## src/design/i2p_pkg.sv

```systemverilog
`timescale 1ns / 1ps
`default_nettype none

package i2p_pkg;

   // Operator stack geometry.
   localparam int STACK_DEPTH = 32;
   localparam int CNT_W       = $clog2(STACK_DEPTH + 1);
   localparam int IDX_W       = $clog2(STACK_DEPTH);

   localparam logic [CNT_W-1:0] CNT_ONE  = CNT_W'(1);
   localparam logic [CNT_W-1:0] CNT_FULL = CNT_W'(STACK_DEPTH);

   // Stacked operator codes.
   localparam logic [2:0] OP_OPEN  = 3'd0;
   localparam logic [2:0] OP_PLUS  = 3'd1;
   localparam logic [2:0] OP_MINUS = 3'd2;
   localparam logic [2:0] OP_MUL   = 3'd3;
   localparam logic [2:0] OP_DIV   = 3'd4;
   localparam logic [2:0] OP_POW   = 3'd5;

   // Result kinds.
   localparam logic [1:0] KIND_SYM  = 2'd0;
   localparam logic [1:0] KIND_DONE = 2'd1;
   localparam logic [1:0] KIND_ERR  = 2'd2;

   // Error codes.
   localparam logic [2:0] ERR_NONE  = 3'd0;
   localparam logic [2:0] ERR_BAD   = 3'd1;
   localparam logic [2:0] ERR_CLOSE = 3'd2;
   localparam logic [2:0] ERR_OPEN  = 3'd3;
   localparam logic [2:0] ERR_FULL  = 3'd4;

   typedef enum logic [2:0] {
      ST_IDLE,
      ST_SIMPLE,
      ST_OP,
      ST_CLOSE,
      ST_END
   } state_type;

   typedef enum logic [2:0] {
      CLS_ALNUM,
      CLS_OPEN,
      CLS_CLOSE,
      CLS_OP,
      CLS_BAD
   } class_type;

   // Command to the operator stack; at most one of push, pop, clear is set.
   typedef struct packed {
      logic       push;
      logic       pop;
      logic       clear;
      logic [2:0] op;
   } stk_cmd_type;

   // One result on its way out.
   typedef struct packed {
      logic [7:0] symbol;
      logic [1:0] kind;
      logic [2:0] code;
      logic       last;
   } res_type;

endpackage

`default_nettype wire

```

## src/design/i2p_op_stack.sv

```systemverilog
`timescale 1ns / 1ps
`default_nettype none

// Operator stack. Position zero is the implicit sentinel; its contents are never used.
// The top entry lives in a register; the entries below it sit in a memory
// with one write port and one registered read port.
module i2p_op_stack (
   input  wire logic                       clock,
   input  wire logic                       reset,
   input  wire i2p_pkg::stk_cmd_type       cmd,
   output logic [2:0]                      top_op,
   output logic [i2p_pkg::CNT_W-1:0]       count
);

   logic [2:0]                  mem [i2p_pkg::STACK_DEPTH];
   logic [2:0]                  top_ff;
   logic [i2p_pkg::CNT_W-1:0]   count_ff;
   logic [i2p_pkg::CNT_W-1:0]   count_in;
   logic [i2p_pkg::CNT_W-1:0]   below_top;
   logic [i2p_pkg::CNT_W-1:0]   below_next;
   logic [i2p_pkg::IDX_W-1:0]   wr_idx;
   logic [i2p_pkg::IDX_W-1:0]   rd_idx;

   assign below_top  = count_ff - i2p_pkg::CNT_ONE;
   assign below_next = count_ff - i2p_pkg::CNT_W'(2);
   assign wr_idx     = below_top[i2p_pkg::IDX_W-1:0];
   assign rd_idx     = below_next[i2p_pkg::IDX_W-1:0];

   always_comb begin
      priority if (cmd.clear) begin
         count_in = i2p_pkg::CNT_ONE;
      end else if (cmd.push) begin
         count_in = count_ff + i2p_pkg::CNT_ONE;
      end else if (cmd.pop) begin
         count_in = count_ff - i2p_pkg::CNT_ONE;
      end else begin
         count_in = count_ff;
      end
   end

   always_ff @(posedge clock) begin
      if (reset) begin
         count_ff <= i2p_pkg::CNT_ONE;
      end else begin
         count_ff <= count_in;
      end
   end

   // On a push the old top drops into the memory; on a pop the entry below
   // is read back into the top register.
   always_ff @(posedge clock) begin
      if (cmd.push) begin
         mem[wr_idx] <= top_ff;
      end
   end

   always_ff @(posedge clock) begin
      if (cmd.push) begin
         top_ff <= cmd.op;
      end else if (cmd.pop) begin
         top_ff <= mem[rd_idx];
      end
   end

   assign top_op = top_ff;
   assign count  = count_ff;

endmodule

`default_nettype wire

```

## src/design/infix_to_postfix_converter.sv

```systemverilog
`timescale 1ns / 1ps
`default_nettype none

// Infix to postfix converter (shunting yard). Each request carries one ASCII
// character and a flag that marks the last character of an expression.
// Letters and digits come out at once as postfix symbols; the operators
// + - * / $ (precedence 1, 1, 2, 2, 3) first pop every stacked operator of
// equal or higher precedence, then are pushed; '(' is pushed and ')' pops
// down to its match. The last character also closes the expression: the
// leftover operators come out, then an "expression complete" result. Errors
// (bad character, unmatched ')', leftover '(', stack overflow) give one
// error result; unless that request was the last, the requests that follow
// are dropped silently up to and including the next last-flagged one.
// run_last marks the final result that a request causes; a request may
// cause none. The block takes one request at a time and takes the next only
// once it is back in idle; a dropped request is passed over in idle. The
// operator stack pops one entry per cycle and the result path moves one
// result per cycle while the result channel does not stall. The stack holds
// i2p_pkg::STACK_DEPTH entries including the bottom sentinel and needs no
// clearing pass after reset.
module infix_to_postfix_converter (
   input  wire logic        clock,
   input  wire logic        reset,
   input  wire logic        req_valid,
   output logic             req_ready,
   input  wire logic [7:0]  req_ch,
   input  wire logic        req_expr_end,
   output logic             rsp_valid,
   input  wire logic        rsp_ready,
   output logic [7:0]       rsp_symbol,
   output logic [1:0]       rsp_kind,
   output logic [2:0]       rsp_error_code,
   output logic             rsp_run_last
);

   function automatic i2p_pkg::class_type classify(input logic [7:0] c);
      priority if ((c >= "0" && c <= "9") || (c >= "a" && c <= "z") ||
                   (c >= "A" && c <= "Z")) begin
         return i2p_pkg::CLS_ALNUM;
      end else if (c == "(") begin
         return i2p_pkg::CLS_OPEN;
      end else if (c == ")") begin
         return i2p_pkg::CLS_CLOSE;
      end else if (c == "+" || c == "-" || c == "*" || c == "/" || c == "$") begin
         return i2p_pkg::CLS_OP;
      end else begin
         return i2p_pkg::CLS_BAD;
      end
   endfunction

   function automatic logic [2:0] op_of_char(input logic [7:0] c);
      priority if (c == "+") begin
         return i2p_pkg::OP_PLUS;
      end else if (c == "-") begin
         return i2p_pkg::OP_MINUS;
      end else if (c == "*") begin
         return i2p_pkg::OP_MUL;
      end else if (c == "/") begin
         return i2p_pkg::OP_DIV;
      end else if (c == "$") begin
         return i2p_pkg::OP_POW;
      end else begin
         return i2p_pkg::OP_OPEN;
      end
   endfunction

   function automatic logic [7:0] char_of_op(input logic [2:0] op);
      logic [7:0] c;
      unique case (op)
         i2p_pkg::OP_OPEN:  c = "(";
         i2p_pkg::OP_PLUS:  c = "+";
         i2p_pkg::OP_MINUS: c = "-";
         i2p_pkg::OP_MUL:   c = "*";
         i2p_pkg::OP_DIV:   c = "/";
         i2p_pkg::OP_POW:   c = "$";
         default:           c = 8'h00;
      endcase
      return c;
   endfunction

   function automatic logic [1:0] prec_of_op(input logic [2:0] op);
      logic [1:0] p;
      unique case (op)
         i2p_pkg::OP_PLUS, i2p_pkg::OP_MINUS: p = 2'd1;
         i2p_pkg::OP_MUL,  i2p_pkg::OP_DIV:   p = 2'd2;
         i2p_pkg::OP_POW:                     p = 2'd3;
         default:                             p = 2'd0;
      endcase
      return p;
   endfunction

   // Sequencer state and the latched request.
   i2p_pkg::state_type        state_ff, state_in;
   i2p_pkg::class_type        class_ff, class_in;
   logic [7:0]                ch_ff, ch_in;
   logic                      last_ff, last_in;
   logic [2:0]                opk_ff, opk_in;
   logic                      discard_ff, discard_in;

   // Operator stack.
   i2p_pkg::stk_cmd_type      cmd;
   logic [2:0]                top_op;
   logic [i2p_pkg::CNT_W-1:0] count;
   logic                      has_ops;
   logic                      full;
   logic                      top_is_op;

   // Result path: a holding stage followed by the output register. A result
   // waits in the holding stage until the sequencer knows whether it is the
   // last one of its request.
   i2p_pkg::res_type          pend_ff, pend_in;
   logic                      pend_valid_ff, pend_valid_in;
   i2p_pkg::res_type          rsp_ff, rsp_in;
   logic                      rsp_valid_ff, rsp_valid_in;
   i2p_pkg::res_type          pend_view;
   i2p_pkg::res_type          new_res;
   logic                      out_free;
   logic                      advance;
   logic                      pend_move;
   logic                      produce;
   logic                      finish_nores;
   logic                      err_hit;
   logic [2:0]                err_val;

   i2p_op_stack u_stack (
      .clock  (clock),
      .reset  (reset),
      .cmd    (cmd),
      .top_op (top_op),
      .count  (count)
   );

   assign has_ops   = (count != i2p_pkg::CNT_ONE);
   assign full      = (count >= i2p_pkg::CNT_FULL);
   assign top_is_op = (top_op != i2p_pkg::OP_OPEN);

   assign out_free  = !rsp_valid_ff || rsp_ready;
   assign advance   = !pend_valid_ff || out_free;
   assign req_ready = (state_ff == i2p_pkg::ST_IDLE);

   // Sequencer: one stack step and at most one result per cycle.
   always_comb begin
      state_in     = state_ff;
      class_in     = class_ff;
      ch_in        = ch_ff;
      last_in      = last_ff;
      opk_in       = opk_ff;
      discard_in   = discard_ff;
      cmd          = '0;
      produce      = 1'b0;
      new_res      = '0;
      finish_nores = 1'b0;
      err_hit      = 1'b0;
      err_val      = i2p_pkg::ERR_NONE;

      unique case (state_ff)
         i2p_pkg::ST_IDLE: begin
            if (req_valid) begin
               if (discard_ff) begin
                  // Dropping input after an error; the last character
                  // ends the dropped expression and resets the stack.
                  if (req_expr_end) begin
                     discard_in = 1'b0;
                     cmd.clear  = 1'b1;
                  end
               end else begin
                  ch_in    = req_ch;
                  last_in  = req_expr_end;
                  class_in = classify(req_ch);
                  opk_in   = op_of_char(req_ch);
                  unique case (classify(req_ch))
                     i2p_pkg::CLS_OP:    state_in = i2p_pkg::ST_OP;
                     i2p_pkg::CLS_CLOSE: state_in = i2p_pkg::ST_CLOSE;
                     default:            state_in = i2p_pkg::ST_SIMPLE;
                  endcase
               end
            end
         end

         i2p_pkg::ST_SIMPLE: begin
            if (advance) begin
               unique case (class_ff)
                  i2p_pkg::CLS_ALNUM: begin
                     produce        = 1'b1;
                     new_res.symbol = ch_ff;
                     new_res.kind   = i2p_pkg::KIND_SYM;
                     new_res.last   = !last_ff;
                     state_in       = last_ff ? i2p_pkg::ST_END : i2p_pkg::ST_IDLE;
                  end
                  i2p_pkg::CLS_OPEN: begin
                     if (full) begin
                        err_hit = 1'b1;
                        err_val = i2p_pkg::ERR_FULL;
                     end else begin
                        cmd.push     = 1'b1;
                        cmd.op       = i2p_pkg::OP_OPEN;
                        finish_nores = !last_ff;
                        state_in     = last_ff ? i2p_pkg::ST_END : i2p_pkg::ST_IDLE;
                     end
                  end
                  default: begin
                     err_hit = 1'b1;
                     err_val = i2p_pkg::ERR_BAD;
                  end
               endcase
            end
         end

         i2p_pkg::ST_OP: begin
            if (advance) begin
               if (has_ops && top_is_op && (prec_of_op(top_op) >= prec_of_op(opk_ff))) begin
                  produce        = 1'b1;
                  new_res.symbol = char_of_op(top_op);
                  new_res.kind   = i2p_pkg::KIND_SYM;
                  cmd.pop        = 1'b1;
               end else if (full) begin
                  // Symbols popped before the failed push still stand.
                  err_hit = 1'b1;
                  err_val = i2p_pkg::ERR_FULL;
               end else begin
                  cmd.push     = 1'b1;
                  cmd.op       = opk_ff;
                  finish_nores = !last_ff;
                  state_in     = last_ff ? i2p_pkg::ST_END : i2p_pkg::ST_IDLE;
               end
            end
         end

         i2p_pkg::ST_CLOSE: begin
            if (advance) begin
               if (has_ops && top_is_op) begin
                  produce        = 1'b1;
                  new_res.symbol = char_of_op(top_op);
                  new_res.kind   = i2p_pkg::KIND_SYM;
                  cmd.pop        = 1'b1;
               end else if (!has_ops) begin
                  err_hit = 1'b1;
                  err_val = i2p_pkg::ERR_CLOSE;
               end else begin
                  // Drop the matching open parenthesis.
                  cmd.pop      = 1'b1;
                  finish_nores = !last_ff;
                  state_in     = last_ff ? i2p_pkg::ST_END : i2p_pkg::ST_IDLE;
               end
            end
         end

         i2p_pkg::ST_END: begin
            if (advance) begin
               if (has_ops && top_is_op) begin
                  produce        = 1'b1;
                  new_res.symbol = char_of_op(top_op);
                  new_res.kind   = i2p_pkg::KIND_SYM;
                  cmd.pop        = 1'b1;
               end else if (has_ops) begin
                  err_hit = 1'b1;
                  err_val = i2p_pkg::ERR_OPEN;
               end else begin
                  produce      = 1'b1;
                  new_res.kind = i2p_pkg::KIND_DONE;
                  new_res.last = 1'b1;
                  cmd.clear    = 1'b1;
                  state_in     = i2p_pkg::ST_IDLE;
               end
            end
         end

         default: begin
            state_in = i2p_pkg::ST_IDLE;
         end
      endcase

      // Any error ends the request with one error result. Mid-expression,
      // the rest of the expression is dropped; at its end, the stack resets.
      if (err_hit) begin
         produce        = 1'b1;
         new_res        = '0;
         new_res.kind   = i2p_pkg::KIND_ERR;
         new_res.code   = err_val;
         new_res.last   = 1'b1;
         cmd            = '0;
         cmd.clear      = last_ff;
         discard_in     = !last_ff;
         state_in       = i2p_pkg::ST_IDLE;
      end
   end

   // A request that ends without a result of its own marks the held result
   // as its last one.
   always_comb begin
      pend_view      = pend_ff;
      pend_view.last = pend_ff.last | finish_nores;
   end

   assign pend_move = pend_valid_ff && out_free && (produce || pend_view.last);

   always_comb begin
      pend_valid_in = produce || (pend_valid_ff && !pend_move);
      pend_in       = produce ? new_res : pend_view;
      rsp_valid_in  = pend_move || (rsp_valid_ff && !rsp_ready);
      rsp_in        = pend_move ? pend_view : rsp_ff;
   end

   always_ff @(posedge clock) begin
      if (reset) begin
         state_ff      <= i2p_pkg::ST_IDLE;
         discard_ff    <= 1'b0;
         pend_valid_ff <= 1'b0;
         rsp_valid_ff  <= 1'b0;
      end else begin
         state_ff      <= state_in;
         discard_ff    <= discard_in;
         pend_valid_ff <= pend_valid_in;
         rsp_valid_ff  <= rsp_valid_in;
      end
   end

   always_ff @(posedge clock) begin
      class_ff <= class_in;
      ch_ff    <= ch_in;
      last_ff  <= last_in;
      opk_ff   <= opk_in;
      pend_ff  <= pend_in;
      rsp_ff   <= rsp_in;
   end

   assign rsp_valid      = rsp_valid_ff;
   assign rsp_symbol     = rsp_ff.symbol;
   assign rsp_kind       = rsp_ff.kind;
   assign rsp_error_code = rsp_ff.code;
   assign rsp_run_last   = rsp_ff.last;

endmodule

`default_nettype wire

```

## config.mk

```make
export PLATFORM = sky130hd
export DESIGN_NAME = infix_to_postfix_converter
export DESIGN_NICKNAME = d
export VERILOG_FILES = /design/src/design/i2p_pkg.sv /design/src/design/i2p_op_stack.sv /design/src/design/infix_to_postfix_converter.sv
export SDC_FILE = /design/constraint.sdc
export NUM_CORES = 1
export LEC_CHECK = 0
export BUFFER_PORTS_ARGS = -buffer_cell sky130_fd_sc_hd__clkbuf_2
export CAP_MARGIN = 20
export CORE_MARGIN = 2
export CORE_UTILIZATION = 66
export CTS_CLUSTER_SIZE = 10
export DETAILED_ROUTE_END_ITERATION = 7
export PLACE_DENSITY = 0.84
export REMOVE_ABC_BUFFERS = 1
export SYNTH_ARGS = -nofsm -noshare
export SYNTH_HDL_FRONTEND = slang
export SYNTH_SLANG_ARGS = --single-unit
```

## constraint.sdc

```tcl
create_clock -name clock -period 7.7 [get_ports clock]
set_clock_uncertainty 0.2 [all_clocks]
set_input_delay 0 -clock clock [delete_from_list [all_inputs] [get_ports clock]]
set_output_delay 0 -clock clock [all_outputs]
set_load 0.005 [all_outputs]
```

==> results of run 1 <==
[cells by family (layout without fill, tap and decap cells)]
kind of cell,count (synthesis),after routing,share of synthesized area
and+or+nand+nor,148,148,0.1064
adders and majority gates,12,12,0.02118
xor gates and xnor gates,9,9,0.01112
DFF,154,154,0.6341
muxes,35,35,0.1026
AOI/OAI and AO/OA,92,92,0.09921
buffers and inverters,41,96,0.02542
[placed cells by master (no fill, tap or decap), types with 4 or more instances in the layout]
cell type and count:
o22ai_1 5, a21o_1 4, nand2b_1 6, o21ai_0 13, dlygate4sd3_1 15, nand3_1 12, mux2i_1 4, edfxtp_1 141
and2_1 7, dfxtp_1 12, nor2_1 43, mux4_2 30, a221oi_1 4, nand2_1 33, a21oi_1 18, a211oi_1 4
a31oi_1 4, and3_1 5, nor3_1 8, nor2b_1 9, xnor2_1 6, inv_1 16, clkbuf_2 28, nor3b_1 5
a22o_1 4, ha_1 12, clkbuf_16 16
[path summary, 6_finish.rpt]
path | from | to | slack (ns)
worst max-delay path | u_stack.top_op[1] | u_stack.mem[17][1] | 3.11
worst min-delay path | req_ch[6] | ch_ff[6] | 0.05
worst max register to register | u_stack.top_op[1] | u_stack.mem[17][1] | 3.11
worst min register to register | pend_ff[10] | rsp_symbol[4] | 0.22
[routing by layer]
metal	wire [um]	track usage	share of wire	vias to the layer above
met2	8060	0.4928	0.48	345
met3	1700	0.06659	0.10	54
met5	14	0.009524	0.00084	-
met4	571	0.1273	0.034	2
li1	-	-	-	2004
met1	6305	0.4286	0.38	2274
[flip-flops by register name (all words and copies together) (netlist names)]
register	cells
rsp_run_last	1
last_ff	1
state_ff	3
opk_ff	3
rsp_kind	2
ch_ff	8
u_stack.mem	96
class_ff	3
u_stack.top_op	3
rsp_symbol	8
pend_ff	14
discard_ff	1
rsp_valid	1
pend_valid_ff	1
rsp_error_code	3
u_stack.count	6
[layout make-up]
type | instances | area (um2)
multi-input cells | 296 | 2417
clock inverters | 13 | 126.4
clock buffers | 19 | 421.7
inverters | 16 | 60.06
flip-flops and latches | 154 | 4496
well taps | 136 | 170.2
fillers | 545 | 2278
repair buffers | 48 | 400.4
[metrics by stage]
stage / cell area (um2) / util / setup slack [ns] / hold slack (ns)
5_1_grt: 8092 / 0.7803 / 2.801 / 0.04797
3_5_place_dp: 7370 / 0.7107 / 3.329 / -0.002830
6_report: 8092 / 0.7803 / 3.107 / 0.05210
2_1_floorplan: 6968 / - / 3.666 / -0.1338
4_1_cts: 8068 / 0.7780 / 3.195 / 0.01361
3_3_place_gp: 7287 / 0.7027 / 2.914 / -0.01239
[where the power goes]
group          switching, mW  internal (mW)  total (mW)
logic                  0.646          0.413        1.06
registers              0.108           1.14        1.25
clock network          0.328          0.457       0.786
total                   1.08           2.01        3.10
==> summary.md, run 1 <==
| Metric | Value |
|---|---|
| Status | `finished clean` |
| Cts hold-fix bufs | `15` |
| Post-Syn Area | `between 7000 and 8000 um2` |
| ANT nets after route | `0` |
| CP max stage delay | `roughly 0.79 ns` |
| H-tree depth | `4` |
| Yosys warning total | `0` |
| Setup violators final | `0` |
| Pwr Total | `3.096 mW` |
| Die Span X | `roughly 110 um` |
| Initial antenna violation count | `1` |
| Num CTS Buffers | `17` |
| Maxcap violations | `0` |
| DIE AREA | `~12,000 um2` |
| Area Overhead vs Synth | `14.16%` |
| Nets | `about 560` |
| Placed cell count | `634` |
| Largest area contributor in the netlist | `edfxtp_1` |
| Layout Cells excl Fill | `682` |
| First-pass GRT wire length | `around 26 mm` |
| Data required, critical path | `approximately 7.7 ns` |
| Clk buf depth | `2` |
| Synth top area share | `0.5974` |
| WS Path Type | `reg2reg` |
| VDD IR-drop max | `about 0.32 mV` |
| IO Count | `29` |
| Crit Path Max Fanout | `16` |
| Die height | `~110 um` |
| DR vias/cell | `6.861` |
| Routed length per placed instance | `~24 um` |
| Fmax | `around 220 MHz` |
| P per Cell Area | `about 380 nW/um2` |
| GPL Wtd Cong | `between 0.8 and 0.9` |
| Post-CTS Resized | `0` |
| CP Buf/Inv Count | `1` |
| Worst Tran Pin Value | `0.9409 ns` |
| DR vias | `4,679` |
| Global route overflow | `0` |
| Mapped Cells | `491` |
| Layout cells sized above 1 | `0.1996` |
| Pleak | `2.723 nW` |
| All-Layer GR Usage | `0.3125` |
| DRT iter0 DRCs | `roughly 640` |
| Ys flop type | `edfxtp_1` |
| Most frequent cell after synthesis | `edfxtp_1` |
| RSZ-0062 raised after global routing | `no` |
| Root Driver | `clkbuf_8` |
| Initial core utilization | `0.6835` |
| HP Class | `in2reg` |
| CTS sink count | `154` |
| Final setup TNS | `0 ns` |
| Critical-path top delay cell | `edfxtp_1` |
| Clock slew at reported path FFs | `0.06 ns` |
| Cell family with most CP delay | `simple AND/OR/NAND/NOR gates` |
| Post-CTS Setup Bufs | `0` |
| Ys async rst share | `0` |
| Pin count of the biggest net entering global routing | `33` |
| Sequential area share after synthesis | `0.6341` |
| Syn avg cell area | `14.44 um2` |
| Residual DRC count | `0` |
| Crit path cell chain | `inv_1 > or3_1 > a21boi_0 > ha_1 > nand2b_1 > a21o_1 > a311oi_2 > nand2_1 > nor2_1` |
| CTS tree | `built` |
| Wirelength, routed | `around 17 mm` |
| Synth cell types | `69` |
| Seq cells post-synth | `between 150 and 200` |
| Tmin final | `around 4.6 ns` |
| Via count of the first global-routing pass | `4,597` |
| Crit. End Element | `flip-flop` |
| Most frequent cells after synthesis | `edfxtp_1, nor2_1, nand2_1, mux4_2, a21oi_1` |
| R2R depth | `9` |
| Detailed Routing Iterations Pass 1 | `6` |
| CP Launch Type | `flip-flop` |
| Clock Latency Late Sink | `~0.54 ns` |
| Main area contributors after synthesis | `edfxtp_1, mux4_2, dfxtp_1, nor2_1, ha_1` |
| Port buffer count | `28` |
| Worst rel slew slack | `0.3727` |
| DPL Wire Length | `~9.9 mm` |
| FP Rows | `37` |
| Worst hold stages | `2` |
| Final hold viol count | `0` |
| Worst EP arrival | `4.59 ns` |
| Worst path depth | `9` |
| N_diodes | `0` |
| Core area | `10,370 um2` |
| Number of flops mapped to enable cells by yosys | `141` |
| Final Slew Violations | `0` |
| Final clock period utilization by the worst path | `0.5965` |
(Power assumes the default switching activity.)
==> run 2: changes to the inputs <==
--- a/config.mk
+++ b/config.mk
@@ -8,10 +8,10 @@
 export BUFFER_PORTS_ARGS = -buffer_cell sky130_fd_sc_hd__clkbuf_2
 export CAP_MARGIN = 20
 export CORE_MARGIN = 2
-export CORE_UTILIZATION = 66
+export CORE_UTILIZATION = 61
 export CTS_CLUSTER_SIZE = 10
 export DETAILED_ROUTE_END_ITERATION = 7
-export PLACE_DENSITY = 0.84
+export PLACE_DENSITY = 0.79
 export REMOVE_ABC_BUFFERS = 1
 export SYNTH_ARGS = -nofsm -noshare
 export SYNTH_HDL_FRONTEND = slang
==> constraint.sdc (replaced) <==
create_clock -name clock -period 4.5 [get_ports clock]
set_clock_uncertainty 0.2 [all_clocks]
set_input_delay 0 -clock clock [delete_from_list [all_inputs] [get_ports clock]]
set_output_delay 0 -clock clock [all_outputs]
set_load 0.005 [all_outputs]
==> summary.md, run 2 (synthesis results as in run 1) <==
| Metric | Value |
|---|---|
| Final setup margin | `0.8271 ns (was 3.107 ns)` |
| Clk pwr share | `0.277 (was 0.254)` |
| Clk buf depth | `2 (unchanged)` |
| Pleak | `2.723 nW (about the same)` |
| Tmin final | `3.673 ns (was 4.593 ns)` |
| DIE AREA | `12,500 um2 (was 11,580 um2)` |
| Core area | `11,370 um2 (was 10,370 um2)` |
| First-pass GRT wire length | `23.49 mm (was 26.02 mm)` |
| Detailed Routing Iterations Pass 1 | `5 (was 6)` |
| Num CTS Buffers | `17 (unchanged)` |
| Worst hold slack | `0.1033 ns (was 0.05210 ns)` |
| Nets | `558 (unchanged)` |
| Final clock period utilization by the worst path | `0.8162 (was 0.5965)` |
| ANT nets after route | `0 (unchanged)` |
| Layout Cells excl Fill | `689 (was 682)` |
| All-Layer GR Usage | `0.2507 (was 0.3125)` |
| Design area | `8082 um2 (was 8092 um2)` |
| Initial antenna violation count | `0 (was 1)` |
| CTS sink count | `154 (unchanged)` |
| Worst Tran Pin Value | `0.8494 ns (was 0.9409 ns)` |
| N_diodes | `0 (unchanged)` |
| Layout cells sized above 1 | `0.2106 (was 0.1996)` |
| CP Launch Type | `flip-flop (unchanged)` |
| Die height | `111.8 um (was 107.6 um)` |
| VDD IR-drop max | `0.4965 mV (was 0.3216 mV)` |
| Crit Path Max Fanout | `9 (was 16)` |
| Most frequent cells in the layout | `edfxtp_1, nor2_1, nand2_1, mux4_2, clkbuf_2 (unchanged)` |
| Residual DRC count | `0 (unchanged)` |
| GPL Wtd Cong | `0.8546 (was 0.8954)` |
| Commonest non-fill, non-tap cell in the layout | `edfxtp_1 (unchanged)` |
| Dpl cell area | `7341 um2 (was 7370 um2)` |
| Setup violators final | `0 (unchanged)` |
| Maxcap violations | `0 (unchanged)` |
| Port buffer count | `28 (unchanged)` |
| Area Overhead vs Synth | `14.02% (was 14.16%)` |
| Pin count of the biggest net entering global routing | `42 (was 33)` |
| CTS tree | `built (unchanged)` |
| Sw Ratio | `0.3465 (was 0.3495)` |
| Largest register by flop count | `u_stack.mem (unchanged)` |
| Worst EP arrival | `3.79 ns (was 4.59 ns)` |
| Worst rel slew slack | `0.4325 (was 0.3727)` |
| Final setup TNS | `0 ns (unchanged)` |
| Biggest regs | `u_stack.mem x96, pend_ff x14 (unchanged)` |
| FILL cells | `737 (was 545)` |
| H-tree depth | `4 (unchanged)` |
| IO Count | `29 (unchanged)` |
| DRT iter0 DRCs | `348 (was 642)` |
| Status | `finished clean (unchanged)` |
| Psw | `1.830 mW (was 1.082 mW)` |
| Core Util, Final | `0.7108 (was 0.7803)` |
| DPL Wire Length | `9.647 mm (was 9.881 mm)` |
| Pre-CTS setup slack | `0.9589 ns (was 3.329 ns)` |
| DR vias/cell | `6.392 (was 6.861)` |
| Seq. cell area | `4496 um2 (unchanged)` |
| RSZ-0062 raised after global routing | `no (unchanged)` |
| Largest register FFs | `96 (unchanged)` |
| Initial core utilization | `0.6234 (was 0.6835)` |
| Internal | `3.451 mW (was 2.014 mW)` |
| Final hold viol count | `0 (unchanged)` |
| Reg power frac | `0.402 (was 0.404)` |
| Final Slew Violations | `0 (unchanged)` |
| DR vias | `4,404 (was 4,679)` |
| Die Span X | `111.8 um (was 107.6 um)` |
| Pwr Total | `5.281 mW (was 3.096 mW)` |
| Multi-input logic area | `2414 um2 (was 2417 um2)` |
| Root Driver | `clkbuf_16 (was clkbuf_8)` |
| P per Cell Area | `653.4 nW/um2 (was 382.7 nW/um2)` |
| Clock Latency Late Sink | `0.43 ns (was 0.54 ns)` |
| Global route overflow | `0 (unchanged)` |
| Placed cell count | `644 (was 634)` |
| Clock slew at reported path FFs | `0.07 ns (was 0.06 ns)` |
| Crit. End Element | `flip-flop (unchanged)` |
| WS Path Type | `reg2reg (unchanged)` |
| Gate power share | `0.321 (was 0.342)` |
| Via count of the first global-routing pass | `4,354 (was 4,597)` |
| Data required, critical path | `4.62 ns (was 7.70 ns)` |
| FP Rows | `39 (was 37)` |
| Fmax | `272.3 MHz (was 217.7 MHz)` |
| HP Class | `in2reg (unchanged)` |
| Wirelength, routed | `14.75 mm (was 16.65 mm)` |
| Routed length per placed instance | `21.41 um (was 24.42 um)` |
| Post-CTS Resized | `0 (unchanged)` |
run 2: worst paths after layout:
| kind | start | to | slack (ns) | cells after the start |
|---|---|---|---|---|
| worst min-delay path | req_expr_end | last_ff | 0.10 | 2 |
| worst max-delay path | u_stack.top_op[0] | rsp_valid | 0.83 | 10 |
| worst min register to register | pend_ff[7] | rsp_symbol[1] | 0.22 | 0 |
| worst max register to register | u_stack.top_op[0] | rsp_valid | 0.83 | 10 |
run 2: worst max-delay path, stage by stage (launching register included):
cell and delay, ns:
edfxtp_1 0.51, or3_1 0.44, a21boi_0 0.15, ha_1 0.30
nand2b_1 0.15, a21oi_1 0.31, a22oi_1 0.14, o2111a_1 0.28
nor3_1 0.34, a31oi_1 0.15, dlygate4sd3_1 0.58
run 2: power groups by stage:
stage               clock [mW]  combinational, mW  sequential (mW)
floorplan                    0               1.07             2.22
global placement             0               1.62             2.14
detailed placement           0               1.67             2.15
CTS                       1.47               1.69             2.13
global route              1.54               1.83             2.16
finish                    1.46               1.70             2.12
run 2: final cells by class:
class	count	share of cell area
Timing Repair Buffer	48	0.03994
Sequential cell	154	0.5563
Tap cell	143	0.02214
Multi-Input combinational cell	296	0.2987
Clock buffer	17	0.05264
Clock inverter	15	0.02291
Inverter	16	0.007431
run 2: repair_timing:
action                     in CTS  in global routing
hold buffers                   13                  0
setup buffers                   0                  0
hold endpoints to repair       27                  0
setup endpoints to repair       0                  0
run 2: per-layer routing:
metal / global-route usage / routed length, um / part of all wire / up-vias
li1: - / - / - / 2009
met5: 0 / 0 / 0 / -
met2: 0.3899 / 7256 / 0.49 / 173
met1: 0.3558 / 6297 / 0.43 / 2204
met3: 0.06260 / 974 / 0.066 / 18
met4: 0.07819 / 223 / 0.015 / 0
==> run 3: changes to the inputs <==
==> constraint.sdc (replaced) <==
create_clock -name clock -period 3.5 [get_ports clock]
set_clock_uncertainty 0.2 [all_clocks]
set_input_delay 0 -clock clock [delete_from_list [all_inputs] [get_ports clock]]
set_output_delay 0 -clock clock [all_outputs]
set_load 0.005 [all_outputs]
==> summary.md, run 3 (synthesis results as in run 1) <==
| Metric | Value |
|---|---|
| Largest register FFs | `96 (unchanged)` |
| Worst hold slack | `0.1162 ns (was 0.1033 ns)` |
| Setup violators final | `0 (unchanged)` |
| ANT nets after route | `0 (unchanged)` |
| H-tree depth | `4 (unchanged)` |
| R2R depth | `9 (was 10)` |
| Maxcap violations | `0 (unchanged)` |
| Grt met2 use | `0.3972 (was 0.3899)` |
| Critical-path top delay cell | `or3_1 (was dlygate4sd3_1)` |
| Routed length per placed instance | `21.45 um (was 21.41 um)` |
| CP max stage delay | `0.44 ns (was 0.58 ns)` |
| Layout cells sized above 1 | `0.2256 (was 0.2106)` |
| Final clock period utilization by the worst path | `0.9971 (was 0.8162)` |
| Biggest regs | `u_stack.mem x96, pend_ff x14 (unchanged)` |
| WS Path Type | `reg2reg (unchanged)` |
| CP Buf/Inv Count | `1 (unchanged)` |
| GR Util met1 | `0.3517 (was 0.3558)` |
| Worst Hold Path EP | `last_ff (unchanged)` |
| Detailed Routing Iterations Pass 1 | `5 (unchanged)` |
| Root Driver | `clkbuf_16 (unchanged)` |
| Placed cell count | `653 (was 644)` |
| Port buffer count | `28 (unchanged)` |
| Crit path cell chain | `inv_1 > or3_1 > a21boi_0 > ha_1 > nand2b_1 > a21o_1 > a311oi_4 > nand2_1 > nor2_1 (was or3_1 > a21boi_0 > ha_1 > nand2b_1 > a21oi_1 > a22oi_1 > o2111a_1 > nor3_1 > a31oi_1 > dlygate4sd3_1)` |
| HP Class | `in2reg (unchanged)` |
| Num CTS Buffers | `17 (unchanged)` |
| Final Slew Violations | `0 (unchanged)` |
| Global route overflow | `0 (unchanged)` |
| Final hold viol count | `0 (unchanged)` |
| CTS sink count | `154 (unchanged)` |
| Pleak | `2.749 nW (was 2.723 nW)` |
| Via count of the first global-routing pass | `4,474 (was 4,354)` |
| DPL Wire Length | `9.504 mm (was 9.647 mm)` |
| Crit Path Max Fanout | `8 (was 9)` |
| Die height | `111.8 um (unchanged)` |
| IO Count | `29 (unchanged)` |
| Layout Cells excl Fill | `697 (was 689)` |
| Worst hold stages | `2 (unchanged)` |
| Status | `finished clean (unchanged)` |
| Worst rel slew slack | `0.4366 (was 0.4325)` |
| Fmax | `286.5 MHz (was 272.3 MHz)` |
| Residual DRC count | `0 (unchanged)` |
| Worst Tran Pin Value | `0.8390 ns (was 0.8494 ns)` |
| VDD IR-drop max | `0.5196 mV (was 0.4965 mV)` |
| Worst EP arrival | `3.37 ns (was 3.79 ns)` |
| GR peak layer | `met2 (unchanged)` |
| DIE AREA | `12,500 um2 (unchanged)` |
| Clock slew at reported path FFs | `0.07 ns (about the same)` |
| Clock Latency Late Sink | `0.42 ns (was 0.43 ns)` |
| P per Cell Area | `834.3 nW/um2 (was 653.4 nW/um2)` |
| CP Launch Type | `flip-flop (unchanged)` |
| Pin count of the biggest net entering global routing | `42 (unchanged)` |
| Area Overhead vs Synth | `14.65% (was 14.02%)` |
| Die Span X | `111.8 um (unchanged)` |
| DRT iter0 DRCs | `329 (was 348)` |
| Post-CTS Setup Bufs | `0 (unchanged)` |
| Initial core utilization | `0.6234 (unchanged)` |
| All-Layer GR Usage | `0.2539 (was 0.2507)` |
| Core Util, Final | `0.7148 (was 0.7108)` |
| DR vias/cell | `6.410 (was 6.392)` |
| R2r setup slk | `0.01 ns (was 0.83 ns)` |
| Wirelength, routed | `14.95 mm (was 14.75 mm)` |
| N_diodes | `0 (unchanged)` |
| Met3 Resource Use GR | `0.06097 (was 0.06260)` |
| Worst path depth | `9 (was 10)` |
| Commonest non-fill, non-tap cell in the layout | `edfxtp_1 (unchanged)` |
| Tmin final | `3.490 ns (was 3.673 ns)` |
| Largest register by flop count | `u_stack.mem (unchanged)` |
| Clk buf depth | `2 (unchanged)` |
| GPL Wtd Cong | `0.9402 (was 0.8546)` |
| Crit. End Element | `flip-flop (unchanged)` |
| FP Rows | `39 (unchanged)` |
| RSZ-0062 raised after global routing | `yes (was no)` |
| Data required, critical path | `3.38 ns (was 4.62 ns)` |
| Most frequent cells in the layout | `edfxtp_1, nor2_1, nand2_1, mux4_2, clkbuf_2 (unchanged)` |
| Initial antenna violation count | `0 (unchanged)` |
| DR vias | `4,468 (was 4,404)` |
| First-pass GRT wire length | `24.09 mm (was 23.49 mm)` |
| CTS tree | `built (unchanged)` |
| Cell family with most CP delay | `simple AND/OR/NAND/NOR gates (was compound AO/OA/AOI/OAI gates)` |
| Min-delay src | `req_expr_end (unchanged)` |
| Core area | `11,370 um2 (unchanged)` |
| Worst R2R End | `u_stack.mem[14][0] (was rsp_valid)` |
| R2R Path Start | `u_stack.top_op[1] (was u_stack.top_op[0])` |
| Nets | `566 (was 558)` |
-- run 3: changes by cell type in the layout (fill, tap and decap cells not counted), sizes merged --
cell	previous run	this run
buf	7	16
clkinv	3	5
inv	23	21
bufinv	2	1
clkinvlp	3	4
dlygate4sd3	13	12
-- run 3: timing repair --
item | in CTS | in global routing
endpoints found under the setup margin | 76 | 114
hold endpoints to repair | 27 | 0
gates resized for setup | 0 | 2
hold buffers | 12 | 0
-- run 3: final cells by class --
type                            instances  area [um2]
Sequential cell                       154        4496
Fill cell                             726        3243
Multi-Input combinational cell        296        2427
Clock buffer                           17       425.4
Timing Repair Buffer                   56       380.4
Tap cell                              143       178.9
Clock inverter                         15       158.9
Inverter                               16       60.06
-- run 3: power breakdown --
part / total, mW / leakage [nW] / switching, mW / internal, mW
registers: 2.64 / 1.39 / 0.122 / 2.51
clock network: 1.79 / 0.275 / 0.782 / 1.00
logic: 2.36 / 1.08 / 1.47 / 0.892
total: 6.78 / 2.75 / 2.37 / 4.41
-- run 3: metrics by stage --
stage	setup WS [ns]	power, mW	setup TNS (ns)	area [um2]
floorplan	-0.5335	4.235	-35.13	6968
global placement	0.1573	4.903	0	7408
detailed placement	-0.03569	4.964	-0.4913	7408
CTS	-0.09632	6.764	-2.923	8113
global route	-0.1377	7.101	-8.351	8127
finish	0.01002	6.780	0	8127
-- run 3: layer usage --
metal / share of wire / vias up
met4: 0.022 / 0
met3: 0.080 / 34
met2: 0.49 / 226
met5: 0 / -
li1: - / 2020
met1: 0.41 / 2188
-- run 3: worst max path at each step --
stage | from | end | slack [ns]
after floorplan | u_stack.top_op[1] | rsp_error_code[0] | -0.53
after global placement | u_stack.top_op[1] | u_stack.mem[19][0] | 0.16
after detailed placement | u_stack.top_op[1] | u_stack.mem[27][0] | -0.04
after CTS | u_stack.top_op[1] | u_stack.mem[15][1] | -0.1
after global routing | u_stack.top_op[1] | u_stack.mem[14][2] | -0.14
final | u_stack.top_op[1] | u_stack.mem[14][0] | 0.01
-- run 3: worst reg2reg max path, stage by stage (launching register included) --
cell      delay [ns]
edfxtp_1        0.37
inv_1           0.07
or3_1           0.44
a21boi_0        0.17
ha_1            0.31
nand2b_1        0.15
a21o_1          0.26
a311oi_4        0.42
nand2_1         0.39
nor2_1          0.39
